===== config.mk =====
export PLATFORM = sky130hd
export DESIGN_NAME = hbridge_duty_to_pwm_deadband
export DESIGN_NICKNAME = d
export VERILOG_FILES = /design/src/sv/hbdp_pkg.sv /design/src/sv/hbridge_duty_to_pwm_deadband.sv
export VERILOG_INCLUDE_DIRS = /design/src /design/src/sv
export SDC_FILE = /design/constraint.sdc
export NUM_CORES = 2
export LEC_CHECK = 0
export BUFFER_PORTS_ARGS = -buffer_cell sky130_fd_sc_hd__buf_2
export CAP_MARGIN = 20
export CORE_MARGIN = 3
export CORE_UTILIZATION = 50
export CTS_BUF_LIST = sky130_fd_sc_hd__clkbuf_8 sky130_fd_sc_hd__clkbuf_16
export DETAILED_ROUTE_END_ITERATION = 16
export GPL_TIMING_DRIVEN = 0
export HOLD_SLACK_MARGIN = 0.1
export PLACE_DENSITY = 0.76
export SYNTH_ARGS = -nofsm -noshare
export SYNTH_HDL_FRONTEND = slang
export SYNTH_SLANG_ARGS = --single-unit

===== constraint.sdc =====
create_clock -name clk -period 12.13 [get_ports clk]
set_input_delay 3.639 -clock clk [delete_from_list [all_inputs] [get_ports clk]]
set_output_delay 3.639 -clock clk [all_outputs]
set_load 0.01 [all_outputs]

===== src/sv/hbridge_duty_to_pwm_deadband_macros.svh =====
// assertion helpers shared by the block
`ifndef HBRIDGE_DUTY_TO_PWM_DEADBAND_MACROS_SVH
`define HBRIDGE_DUTY_TO_PWM_DEADBAND_MACROS_SVH

// same-cycle implication, sampled on clk, off during reset
`define HBDP_ASSERT_NOW(label, ante, cons, msg) \
  label: assert property (@(posedge clk) disable iff (!rst_n) (ante) |-> (cons)) \
    else $error(msg);

// next-cycle implication, sampled on clk, off during reset
`define HBDP_ASSERT_NEXT(label, ante, cons, msg) \
  label: assert property (@(posedge clk) disable iff (!rst_n) (ante) |=> (cons)) \
    else $error(msg);

`endif


===== src/sv/hbdp_pkg.sv =====
package hbdp_pkg;

  localparam int GAIN_W  = 17;
  localparam int DB_W    = 14;
  localparam int PWM_W   = 10;
  localparam int DUTY_W  = 16;
  localparam int CFG_W   = 17;
  localparam int CIDX_W  = 3;

  // Q0.14 full scale of the deadband, as the divisor base
  localparam logic [DB_W:0] DUTY_ONE = 15'd16384;

  localparam logic [GAIN_W-1:0] GAIN_LF_RST = 17'd65536;
  localparam logic [GAIN_W-1:0] GAIN_LR_RST = 17'd65536;
  localparam logic [GAIN_W-1:0] GAIN_RF_RST = 17'd62865;
  localparam logic [GAIN_W-1:0] GAIN_RR_RST = 17'd65208;
  localparam logic [DB_W-1:0]   DEADBAND_RST = 14'd819;
  localparam logic [PWM_W-1:0]  MIN_EFF_RST = 10'd35;

  typedef enum logic [CIDX_W-1:0] {
    REG_GAIN_LF  = 3'd0,
    REG_GAIN_LR  = 3'd1,
    REG_GAIN_RF  = 3'd2,
    REG_GAIN_RR  = 3'd3,
    REG_DEADBAND = 3'd4,
    REG_MIN_EFF  = 3'd5,
    REG_MAX_PWM  = 3'd6
  } cfg_reg_t;

endpackage


===== src/sv/hbridge_duty_to_pwm_deadband.sv =====
// H-bridge duty-to-pwm converter with deadband compensation. Each transaction on the
// in_ channel carries a motor select (in_cmd, 0 left, 1 right) and a signed Q2.14 duty
// (16384 is full forward). The duty is scaled by a Q1.16 gain picked by side and by the
// sign of the duty, clamped to plus or minus one and inverted. Magnitudes at or below
// the deadband give pwm 0 with both bridge inputs low (coast); beyond it the magnitude
// maps linearly from the minimum drive level to max_pwm, rounded half up and clamped to
// max_pwm. A positive inverted duty drives in1 low and in2 high, a negative one the
// reverse. Exactly one out_ transaction follows each in_ transaction, in order. The
// datapath is a 16-stage pipeline: one transaction can enter every clock when nothing
// stalls. The depth is set by the rounding division, a ten-stage restoring divider that
// settles one quotient bit per stage. Each stage holds its item while the stage after it
// is full and stalled, so empty stages keep filling while out_stall is high. Registers
// are written through the cfg_ port (cfg_ready is always high) and must only change
// while the pipeline is empty; one internal product of the config registers is
// registered, so it lags a write.
`include "hbridge_duty_to_pwm_deadband_macros.svh"

module hbridge_duty_to_pwm_deadband #(
  parameter int PWM_BITS = 8
) (
  input  logic                          clk,
  input  logic                          rst_n,
  // command channel
  input  logic                          in_valid,
  output logic                          in_stall,
  input  logic                          in_cmd,
  input  logic signed [hbdp_pkg::DUTY_W-1:0] in_duty,
  // result channel
  output logic                          out_valid,
  input  logic                          out_stall,
  output logic                          out_side,
  output logic                          out_drive_in1,
  output logic                          out_drive_in2,
  output logic [hbdp_pkg::PWM_W-1:0]    out_pwm_value,
  // register write channel
  input  logic                          cfg_valid,
  output logic                          cfg_ready,
  input  logic [hbdp_pkg::CIDX_W-1:0]   cfg_index,
  input  logic [hbdp_pkg::CFG_W-1:0]    cfg_data
);
  import hbdp_pkg::*;

  // stage map: 0..4 front end, 5..14 divider, 15 output register
  localparam int DIV_STEPS = PWM_W;
  localparam int FRONT     = 5;
  localparam int NSTAGE    = FRONT + DIV_STEPS + 1;
  localparam int N_W       = 24;   // scaled dividend, below divisor << DIV_STEPS
  localparam logic [PWM_W-1:0] MAX_PWM_RST = PWM_W'((1 << PWM_BITS) - 1);
  localparam logic signed [33:0] PROD_ONE  = 34'sh0_4000_0000;
  localparam logic signed [33:0] PROD_MONE = -34'sh0_4000_0000;

  // ---------------------------------------------------------------------------
  // configuration registers
  // ---------------------------------------------------------------------------
  logic [GAIN_W-1:0] gain_lf_r, gain_lr_r, gain_rf_r, gain_rr_r;
  logic [DB_W-1:0]   deadband_r;
  logic [PWM_W-1:0]  min_eff_r, max_pwm_r;
  logic [24:0]       mind_r;      // min drive level * (1 - deadband), Q0.14 units
  logic [24:0]       mind_nxt;
  logic [DB_W:0]     den_q;       // 1 - deadband in Q0.14, 1..16384
  logic signed [10:0] span;       // max_pwm - min drive level

  assign cfg_ready = 1'b1;

  always_ff @(posedge clk) begin
    if (!rst_n) begin
      gain_lf_r  <= GAIN_LF_RST;
      gain_lr_r  <= GAIN_LR_RST;
      gain_rf_r  <= GAIN_RF_RST;
      gain_rr_r  <= GAIN_RR_RST;
      deadband_r <= DEADBAND_RST;
      min_eff_r  <= MIN_EFF_RST;
      max_pwm_r  <= MAX_PWM_RST;
    end else if (cfg_valid && cfg_ready) begin
      unique case (cfg_reg_t'(cfg_index))
        REG_GAIN_LF:  gain_lf_r  <= cfg_data;
        REG_GAIN_LR:  gain_lr_r  <= cfg_data;
        REG_GAIN_RF:  gain_rf_r  <= cfg_data;
        REG_GAIN_RR:  gain_rr_r  <= cfg_data;
        REG_DEADBAND: deadband_r <= cfg_data[DB_W-1:0];
        REG_MIN_EFF:  min_eff_r  <= cfg_data[PWM_W-1:0];
        REG_MAX_PWM:  max_pwm_r  <= cfg_data[PWM_W-1:0];
        default: ;  // unused index, write dropped
      endcase
    end
  end

  assign den_q    = DUTY_ONE - {1'b0, deadband_r};
  assign span     = $signed({1'b0, max_pwm_r}) - $signed({1'b0, min_eff_r});
  assign mind_nxt = {15'b0, min_eff_r} * {10'b0, den_q};

  // registered so the multiply stays off the datapath
  always_ff @(posedge clk) begin
    mind_r <= mind_nxt;
  end

  // ---------------------------------------------------------------------------
  // stage handshake: a stage loads when it is empty or its successor loads
  // ---------------------------------------------------------------------------
  logic [NSTAGE-1:0] vld_r;
  logic [NSTAGE-1:0] en;

  assign en[NSTAGE-1] = !vld_r[NSTAGE-1] || !out_stall;
  for (genvar k = 0; k < NSTAGE - 1; k++) begin : g_en
    assign en[k] = !vld_r[k] || en[k+1];
  end

  assign in_stall  = !en[0];
  assign out_valid = vld_r[NSTAGE-1];

  always_ff @(posedge clk) begin
    if (!rst_n) begin
      vld_r <= '0;
    end else begin
      for (int k = 0; k < NSTAGE; k++) begin
        if (en[k]) begin
          vld_r[k] <= (k == 0) ? in_valid : vld_r[(k == 0) ? 0 : k-1];
        end
      end
    end
  end

  // ---------------------------------------------------------------------------
  // stage 1: gain select and duty * gain (exact Q.30)
  // ---------------------------------------------------------------------------
  logic                  duty_pos;
  logic [GAIN_W-1:0]     gain_sel;
  logic signed [33:0]    s1_prod_nxt, s1_prod_r;
  logic                  s1_side_r;

  assign duty_pos = !in_duty[DUTY_W-1] && (in_duty != '0);

  always_comb begin
    if (in_cmd) begin
      gain_sel = duty_pos ? gain_rf_r : gain_rr_r;
    end else begin
      gain_sel = duty_pos ? gain_lf_r : gain_lr_r;
    end
  end

  assign s1_prod_nxt = in_duty * $signed({1'b0, gain_sel});

  always_ff @(posedge clk) begin
    if (en[0]) begin
      s1_prod_r <= s1_prod_nxt;
      s1_side_r <= in_cmd;
    end
  end

  // ---------------------------------------------------------------------------
  // stage 2: clamp to +-1, magnitude, deadband test
  // ---------------------------------------------------------------------------
  logic [33:0]  s1_neg;
  logic [30:0]  mag;
  logic [30:0]  db_q30;
  logic         s2_coast_nxt;
  logic [30:0]  s2_md_r;
  logic         s2_side_r, s2_pneg_r, s2_coast_r;

  assign s1_neg = 34'(-s1_prod_r);

  always_comb begin
    if (s1_prod_r > PROD_ONE || s1_prod_r < PROD_MONE) begin
      mag = 31'h4000_0000;
    end else if (s1_prod_r[33]) begin
      mag = s1_neg[30:0];
    end else begin
      mag = s1_prod_r[30:0];
    end
  end

  assign db_q30       = {1'b0, deadband_r, 16'b0};
  assign s2_coast_nxt = (mag <= db_q30);

  always_ff @(posedge clk) begin
    if (en[1]) begin
      s2_md_r    <= mag - db_q30;
      s2_side_r  <= s1_side_r;
      s2_pneg_r  <= s1_prod_r[33];   // negative product means positive after inversion
      s2_coast_r <= s2_coast_nxt;
    end
  end

  // ---------------------------------------------------------------------------
  // stage 3: (m - db) * span
  // ---------------------------------------------------------------------------
  logic signed [42:0] s3_prod_r;
  logic               s3_side_r, s3_pneg_r, s3_coast_r;

  always_ff @(posedge clk) begin
    if (en[2]) begin
      s3_prod_r  <= $signed({1'b0, s2_md_r}) * span;
      s3_side_r  <= s2_side_r;
      s3_pneg_r  <= s2_pneg_r;
      s3_coast_r <= s2_coast_r;
    end
  end

  // ---------------------------------------------------------------------------
  // stage 4: t = min * den + (m - db) * span, floored at zero
  // ---------------------------------------------------------------------------
  logic signed [42:0] t_sum;
  logic [39:0]        s4_t_r;
  logic               s4_side_r, s4_pneg_r, s4_coast_r;

  assign t_sum = $signed({2'b0, mind_r, 16'b0}) + s3_prod_r;

  always_ff @(posedge clk) begin
    if (en[3]) begin
      s4_t_r     <= t_sum[42] ? '0 : t_sum[39:0];
      s4_side_r  <= s3_side_r;
      s4_pneg_r  <= s3_pneg_r;
      s4_coast_r <= s3_coast_r;
    end
  end

  // ---------------------------------------------------------------------------
  // stage 5: add half a divisor and drop the 2^16 factor of den
  // ---------------------------------------------------------------------------
  logic [40:0]    t_rnd;
  logic [N_W-1:0] s5_n_r;
  logic           s5_side_r, s5_pneg_r, s5_coast_r;

  assign t_rnd = {1'b0, s4_t_r} + {11'b0, den_q, 15'b0};

  always_ff @(posedge clk) begin
    if (en[4]) begin
      s5_n_r     <= t_rnd[39:16];
      s5_side_r  <= s4_side_r;
      s5_pneg_r  <= s4_pneg_r;
      s5_coast_r <= s4_coast_r;
    end
  end

  // ---------------------------------------------------------------------------
  // stages 6..15: restoring divide by den_q, msb of quotient first
  // ---------------------------------------------------------------------------
  logic [N_W-1:0]   div_rem_r  [DIV_STEPS];
  logic [PWM_W-1:0] div_q_r    [DIV_STEPS];
  logic             div_side_r [DIV_STEPS];
  logic             div_pneg_r [DIV_STEPS];
  logic             div_coast_r[DIV_STEPS];
  logic [N_W-1:0]   div_rem_src[DIV_STEPS];
  logic [PWM_W-1:0] div_q_src  [DIV_STEPS];
  logic [N_W:0]     div_trial  [DIV_STEPS];
  logic [N_W-1:0]   div_rem_nxt[DIV_STEPS];
  logic [PWM_W-1:0] div_q_nxt  [DIV_STEPS];

  always_comb begin
    for (int j = 0; j < DIV_STEPS; j++) begin
      div_rem_src[j] = (j == 0) ? s5_n_r : div_rem_r[(j == 0) ? 0 : j-1];
      div_q_src[j]   = (j == 0) ? '0     : div_q_r[(j == 0) ? 0 : j-1];
      div_trial[j]   = {1'b0, div_rem_src[j]}
                     - ({{(N_W-DB_W){1'b0}}, den_q} << (DIV_STEPS - 1 - j));
      if (!div_trial[j][N_W]) begin
        div_rem_nxt[j] = div_trial[j][N_W-1:0];
        div_q_nxt[j]   = div_q_src[j] | (PWM_W'(1) << (DIV_STEPS - 1 - j));
      end else begin
        div_rem_nxt[j] = div_rem_src[j];
        div_q_nxt[j]   = div_q_src[j];
      end
    end
  end

  always_ff @(posedge clk) begin
    for (int j = 0; j < DIV_STEPS; j++) begin
      if (en[FRONT + j]) begin
        div_rem_r[j] <= div_rem_nxt[j];
        div_q_r[j]   <= div_q_nxt[j];
        if (j == 0) begin
          div_side_r[j]  <= s5_side_r;
          div_pneg_r[j]  <= s5_pneg_r;
          div_coast_r[j] <= s5_coast_r;
        end else begin
          div_side_r[j]  <= div_side_r[(j == 0) ? 0 : j-1];
          div_pneg_r[j]  <= div_pneg_r[(j == 0) ? 0 : j-1];
          div_coast_r[j] <= div_coast_r[(j == 0) ? 0 : j-1];
        end
      end
    end
  end

  // ---------------------------------------------------------------------------
  // stage 16: clamp to max_pwm, coast and bridge direction
  // ---------------------------------------------------------------------------
  logic [PWM_W-1:0] q_fin;
  logic [PWM_W-1:0] pwm_nxt;
  logic             drive_on;
  logic             side_r, in1_r, in2_r;
  logic [PWM_W-1:0] pwm_r;

  assign q_fin = div_q_r[DIV_STEPS-1];

  always_comb begin
    if (div_coast_r[DIV_STEPS-1]) begin
      pwm_nxt = '0;
    end else if (q_fin > max_pwm_r) begin
      pwm_nxt = max_pwm_r;
    end else begin
      pwm_nxt = q_fin;
    end
  end

  assign drive_on = (pwm_nxt != '0);

  always_ff @(posedge clk) begin
    if (en[NSTAGE-1]) begin
      side_r <= div_side_r[DIV_STEPS-1];
      pwm_r  <= pwm_nxt;
      in1_r  <= drive_on && !div_pneg_r[DIV_STEPS-1];
      in2_r  <= drive_on && div_pneg_r[DIV_STEPS-1];
    end
  end

  assign out_side      = side_r;
  assign out_drive_in1 = in1_r;
  assign out_drive_in2 = in2_r;
  assign out_pwm_value = pwm_r;

  // ---------------------------------------------------------------------------
  // checks
  // ---------------------------------------------------------------------------
  `HBDP_ASSERT_NOW(a_coast_low, out_valid && (out_pwm_value == '0),
    !out_drive_in1 && !out_drive_in2, "coast result drives a bridge input")
  `HBDP_ASSERT_NOW(a_one_side, out_valid && (out_pwm_value != '0),
    out_drive_in1 != out_drive_in2, "driven result needs exactly one bridge input high")
  `HBDP_ASSERT_NEXT(a_enter, in_valid && !in_stall, vld_r[0],
    "accepted transaction missing from first stage")

endmodule

# Yosys cells after proc, flatten, opt, wreduce, memory -nomap -nowiden
# Memory sizes are Yosys's and may differ from the RTL's. A register that Yosys moved wholly into a read port is not among the register bits.
# Index checks and enable logic that the tools add are counted.
[word_totals]
n_memories = 5
mem_bits_rw = 370
out_inout_bits = 16
register_bits = 340
[classes]
add_sub_neg = 16
eq_ne = 6
n_mul = 3
reduce_logical = 50
magnitude_cmp = 4
muxes = 47
[memory_table]
columns = ["name", "words", "width", "read_ports", "rd_clocked_by_memory_dff", "wr", "line", "rtl"]
rows = [
  ["div_rem_r", 10, 24, 9, 0, 10, "hbridge_duty_to_pwm_deadband.sv:238", "logic [N_W-1:0] div_rem_r [DIV_STEPS];"],
  ["div_q_r", 10, 10, 10, 0, 10, "hbridge_duty_to_pwm_deadband.sv:239", "logic [PWM_W-1:0] div_q_r [DIV_STEPS];"],
  ["div_coast_r", 10, 1, 10, 0, 10, "hbridge_duty_to_pwm_deadband.sv:242", "logic div_coast_r[DIV_STEPS];"],
  ["div_pneg_r", 10, 1, 10, 0, 10, "hbridge_duty_to_pwm_deadband.sv:241", "logic div_pneg_r [DIV_STEPS];"],
  ["div_side_r", 10, 1, 10, 1, 10, "hbridge_duty_to_pwm_deadband.sv:240", "logic div_side_r [DIV_STEPS];"],
]
[ops]
columns = ["op", "count"]
rows = [
  ["24-bit two-way mux", 10],
  ["31-bit two-way mux", 2],
  ["17-bit two-way mux", 3],
  ["42-bit by 43-bit adder with 43-bit output", 1],
  ["32-bit by 11-bit multiplier with 43-bit output", 1],
  ["40-bit by 30-bit adder with 40-bit output", 1],
  ["34-bit by 32-bit greater-than comparator with 1-bit output, second input constant", 1],
  ["34-bit by 31-bit < comparator with 1-bit output, second input constant", 1],
  ["16-bit by 18-bit multiplier with 34-bit output", 1],
  ["31-bit by 30-bit <= comparator with 1-bit output", 1],
  ["31-bit negator", 1],
  ["31-bit by 30-bit subtractor with 31-bit output", 1],
  ["10-bit two-way mux", 3],
  ["10-bit by 15-bit multiplier with 25-bit output", 1],
  ["24-bit by 15-bit subtractor with 25-bit output", 1],
  ["24-bit by 16-bit subtractor with 25-bit output", 1],
  ["24-bit by 17-bit subtractor with 25-bit output", 1],
  ["24-bit by 18-bit subtractor with 25-bit output", 1],
  ["24-bit by 19-bit subtractor with 25-bit output", 1],
  ["24-bit by 20-bit subtractor with 25-bit output", 1],
  ["24-bit by 21-bit subtractor with 25-bit output", 1],
  ["24-bit by 22-bit subtractor with 25-bit output", 1],
  ["24-bit by 23-bit subtractor with 25-bit output", 1],
  ["24-bit by 24-bit subtractor with 25-bit output", 1],
  ["other kinds (22)", 88],
]

# Longest topological paths before layout
[depth]
ltp_word = 18
depth_mapped = 35

# Worst setup path after synthesis
# Ideal clock, no wire load.
[synth_path]
path_type = "input port to flip-flop"
from = "in in_duty[7] (netlist name)"
to = "reg s1_prod_r[30], data pin"
setup_slack_ns = 0.837
arrival_ns = 11.034
required_time_ns = 11.871
stages = 27
cell_sequence = "clkbuf_1 -> nor3_1 -> a41oi_1 -> buf_2 -> mux4_2 -> clkbuf_1 -> and2_1 -> fa_1 -> inv_1 -> fa_1 -> fa_1 -> inv_1 -> fa_1 -> fa_1 -> inv_1 -> fa_1 -> inv_1 -> ha_1 -> a21o_1 -> a21o_1 -> a21oi_1 -> o21ai_0 -> a41oi_1 -> o221ai_1 -> o21a_1 -> nor2_1 -> xnor2_1"
[synth_via]
elab_chain_len = 5
elab_cells_between_ends = 6
[synth_lines]
columns = ["element", "line", "rtl"]
rows = [
  ["start, declared", "hbridge_duty_to_pwm_deadband.sv:27", "input logic signed [hbdp_pkg::DUTY_W-1:0] in_duty,"],
  ["16-bit nonzero test", "hbridge_duty_to_pwm_deadband.sv:131", "assign duty_pos = !in_duty[DUTY_W-1] && (in_duty != '0);"],
  ["1-bit logical AND", "hbridge_duty_to_pwm_deadband.sv:131", ""],
  ["17-bit two-way mux (on tied branches)", "hbridge_duty_to_pwm_deadband.sv:137, hbridge_duty_to_pwm_deadband.sv:135", ""],
  ["17-bit two-way mux", "hbridge_duty_to_pwm_deadband.sv:134", "if (in_cmd) begin"],
  ["16-bit by 18-bit multiplier with 34-bit output (*)", "hbridge_duty_to_pwm_deadband.sv:141", "assign s1_prod_nxt = in_duty * $signed({1'b0, gain_sel});"],
  ["named net s1_prod_nxt[30]", "hbridge_duty_to_pwm_deadband.sv:128", "logic signed [33:0] s1_prod_nxt, s1_prod_r;"],
  ["end signal, assigned", "hbridge_duty_to_pwm_deadband.sv:145", "s1_prod_r <= s1_prod_nxt;"],
  ["end, declared", "hbridge_duty_to_pwm_deadband.sv:128", ""],
]
# Mark *: on every way through the listed nets, which the timed path passes. The rest lies on a longest branch.
# A chain may end at the register's enable or synchronous reset.

# Worst setup path after layout
[layout_path]
from = "in in_duty[9] (netlist name)"
to = "reg s1_prod_r[30], data pin"
# The elaborated chain is that of the path after synthesis.

==> flow_summary.rst <==
.. list-table::
   :header-rows: 1

   * - Metric
     - Value
   * - Result of the run
     - finished clean
   * - Starting utilization of the core area
     - 50.6%
   * - 1st-pass router iterations
     - 6
   * - Worst hold start
     - div_rem_r[1][2]
   * - Warning count from the yosys run
     - 0
   * - Register-to-register path setup slack
     - 2.28 ns
   * - Post-route clock period utilization
     - 95.8%
   * - Cells after Synth
     - 5727
   * - Height of the chip
     - 341 um
   * - Via/cell ratio
     - 5.59
   * - Worst-path clk slew
     - 0.06 ns
   * - Slew HR
     - 22.6%
   * - Instance count after placement with tap cells included
     - 7285
   * - Antenna violations before repair
     - 10
   * - Critical path class
     - input pin to register
   * - # setup viols final
     - 0
   * - Required time of the critical path
     - 12.50 ns
   * - Hold Path Depth
     - 0
   * - Hold Vio Cnt, Final
     - 0
   * - Synth Net Count
     - 6868
   * - Overall via count from detail_route
     - 41500
   * - DRT antenna net count
     - 0
   * - Non-filler cells, final
     - 7424
   * - CTS buffer count
     - 67
   * - Slowest cell on the critical path
     - sky130_fd_sc_hd__mux4_2
   * - Register bit total from synthesis
     - 612
   * - Clock Latency Late Sink
     - 0.64 ns
   * - DP HPWL
     - 113000 um
   * - Root buffer selected by CTS
     - sky130_fd_sc_hd__clkbuf_16
   * - Largest net degree at the start of global routing
     - 35
   * - Maximum fanout along the worst path
     - 10
   * - Wirelength per Cell
     - 19.0 um
   * - Worst Max-Slew Pin Slew
     - 1.16 ns
   * - Overall track demand over capacity in global routing
     - 24.5%
   * - Mean Syn Cell Area
     - 9.80 sq um
   * - Crit path largest cell delay
     - 0.73 ns
   * - Data arrival at the endpoint of the critical path
     - 11.99 ns
   * - Clk sinks
     - 612
   * - Capturing point of the worst reg2reg path
     - s3_prod_r[32]
   * - Total gr overflow
     - 0
   * - Post-synthesis cell type count
     - 83
   * - Setup skew after layout
     - 0.0439 ns
   * - Setup repair after global routing missed its margin
     - no
   * - Global-route wire length before repair
     - 226000 um
   * - Starting DRC count in detailed routing
     - 3484
   * - Final Net Count
     - 7016
   * - Critical register-to-register path startpoint
     - min_eff_r[5]
   * - Width of the die
     - 341 um
   * - WHS Endpoint
     - div_rem_r[2][2]
   * - Total of max-cap violations
     - 0
   * - Hold slack final
     - 0.408 ns
   * - Most common library cell in the layout ignoring fill and taps
     - sky130_fd_sc_hd__inv_1
   * - Aggregate routed wire length
     - 141000 um
   * - Number of max-slew violations in the final report
     - 0
   * - Seq/Total Area, Yosys
     - 30.2%
   * - Cell mode on critical path
     - sky130_fd_sc_hd__fa_1
   * - Weighted congestion at the end of routability-driven global placement
     - 0.965
   * - Number of design rule violations left after detail routing
     - 0
   * - Count of port buffers added during placement
     - 50
   * - Number of enable flip-flop cells after synthesis
     - 469
   * - Worst Reg2Reg Path Length in Cells
     - 27
   * - Fraction of registers with async set or reset after synthesis
     - 0%
   * - TritonCTS clock tree
     - yes
   * - Number of levels in the clock H-tree
     - 3
   * - Crit path from
     - in_duty[9]
   * - Capturing element type of the critical path
     - register
   * - Number of global-route vias before repair
     - 42100
   * - Die Outline Area
     - 116000 sq um
   * - Maximum clock rate
     - 0.0861 GHz
   * - Share of post-route cells with drive strength above 1
     - 4.79%
   * - Floorplan Core Area
     - 111000 sq um
   * - Dominant register cell in the synthesized netlist
     - sky130_fd_sc_hd__edfxtp_1
   * - Buffer depth of the longest clock path
     - 3
   * - Hold crit path type
     - register to register
   * - Filler Cell Count
     - 9478
   * - Top library cells by usage in the layout, fill and taps aside
     - sky130_fd_sc_hd__inv_1 (812), sky130_fd_sc_hd__nand2_1 (792), sky130_fd_sc_hd__fa_1 (582), sky130_fd_sc_hd__ha_1 (517), sky130_fd_sc_hd__edfxtp_1 (469)
   * - CP startpoint kind
     - input pin
   * - Area added between synthesis and finish
     - 8.84%
   * - Final critical path time including I/O delays and setup
     - 11.62 ns
   * - Area of the mapped netlist
     - 56100 sq um
   * - Boundary Pins
     - 58
   * - Cell Rows
     - 122
   * - CTS Hold Buffers Added
     - 0
## sequential cells by signal (all words and copies together), names as in the netlist, 24 cells and up
| signal | cells |
|---|---|
| mind_r | 25 |
| s4_t_r | 25 |
| s1_prod_r | 34 |
| s3_prod_r | 28 |
| div_rem_r | 216 |
| div_q_r | 55 |
| s5_n_r | 24 |
| s2_md_r | 31 |
## synth_stat cells (all sizes together) (6+ instances only)
| cell type | number | share of area [%] |
|---|---|---|
| a2111oi | 7 | 0.11 |
| clkbuf | 177 | 1.2 |
| a211oi | 24 | 0.32 |
| xnor2 | 159 | 2.5 |
| mux4 | 17 | 0.68 |
| dfxtp | 143 | 5.1 |
| nand2 | 794 | 5.3 |
| o31ai | 36 | 0.48 |
| a41oi | 8 | 0.12 |
| or3 | 25 | 0.29 |
| a21boi | 87 | 1.2 |
| xor2 | 114 | 1.8 |
| o21bai | 19 | 0.25 |
| mux2 | 39 | 0.78 |
| nand3b | 7 | 0.094 |
| o21ai | 204 | 1.8 |
| and3 | 33 | 0.37 |
| or4 | 14 | 0.21 |
| and2 | 278 | 3.1 |
| nand2b | 55 | 0.63 |
| edfxtp | 469 | 25 |
| nor3 | 86 | 0.77 |
| o211ai | 27 | 0.36 |
| inv | 800 | 5.4 |
| ha | 517 | 12 |
| nor3b | 10 | 0.13 |
| nor2b | 79 | 0.88 |
| nand3 | 82 | 0.73 |
| o41ai | 8 | 0.17 |
| a21o | 75 | 1.0 |
| o21a | 51 | 0.68 |
| a21oi | 219 | 2.0 |
| nand4 | 18 | 0.20 |
| nor2 | 319 | 2.1 |
| fa | 582 | 21 |
| nor4 | 18 | 0.20 |
| and4 | 6 | 0.094 |
| a31oi | 16 | 0.18 |
| buf | 9 | 0.087 |
| mux2i | 7 | 0.12 |
| or2 | 23 | 0.26 |
## area by class of cell
type / count / area, sq um / area share (%)
well taps: 1488 / 1860 / 3.05
clock buffers: 73 / 1780 / 2.92
repair buffers: 80 / 731 / 1.20
diodes: 6 / 15.0 / 0.0246
flip-flops and latches: 612 / 16900 / 27.7
clock inverters: 51 / 534 / 0.875
multi-input cells: 4127 / 35500 / 58.1
plain buffers: 185 / 709 / 1.16
inverters: 802 / 3010 / 4.93
## per-layer routing
metal | wire length [um] | GRT usage, % | vias up
li1 | - | - | 19200
met1 | 60000 | 33.6 | 20400
met2 | 63800 | 38.9 | 1500
met3 | 12000 | 4.82 | 301
met4 | 5100 | 8.44 | 8
met5 | 62 | 0 | -
## metrics by stage
step / util (%) / setup slack (ns) / setup TNS, ns / instance area, sq um
2_1_floorplan: - / 0.837 / 0 / 56100
4_1_cts: 54.9 / 0.0724 / 0 / 60900
3_5_place_dp: 52.8 / -0.820 / -6.97 / 58600
6_report: 55.0 / 0.514 / 0 / 61100
3_3_place_gp: 52.5 / -1.35 / -15.51 / 58200
5_1_grt: 55.0 / 0.177 / 0 / 61100
## timing repair
item                       4_1_cts  5_1_grt
gates resized for setup          1        1
buffers inserted                 0        6
gates cloned                     0        0
setup endpoints to repair        2        8
pin swaps                        0        1
## cell families after synthesis
group | synth area share, %
buffers and inverters | 6.63
adders and majority gates | 32.3
muxes | 1.59
AOI/OAI and AO/OA | 9.48
DFF | 30.2
xor gates and xnor gates | 4.26
and+or+nand+nor | 15.5
other | 0.00668
## how the worst max path moves through the flow
stage / endpoint / cells past startpoint
after floorplan: s1_prod_r[30] / 27
after global routing: s1_prod_r[33] / 27
after detailed placement: s1_prod_r[33] / 26
after global placement: s1_prod_r[33] / 26
after CTS: s1_prod_r[33] / 26
final: s1_prod_r[30] / 28
## critical path, delay by kind of cell
kind / cells / cell delay [ns]
buf+inv: 8 / 1.54
fa+ha+maj: 7 / 3.30
simple gates: 3 / 0.56
mux: 1 / 0.73
compound gates: 8 / 2.11
xor+xnor: 1 / 0.09
Power is not shown: default switching activity piles up to over one toggle a cycle in this logic, so the estimate is an artifact.
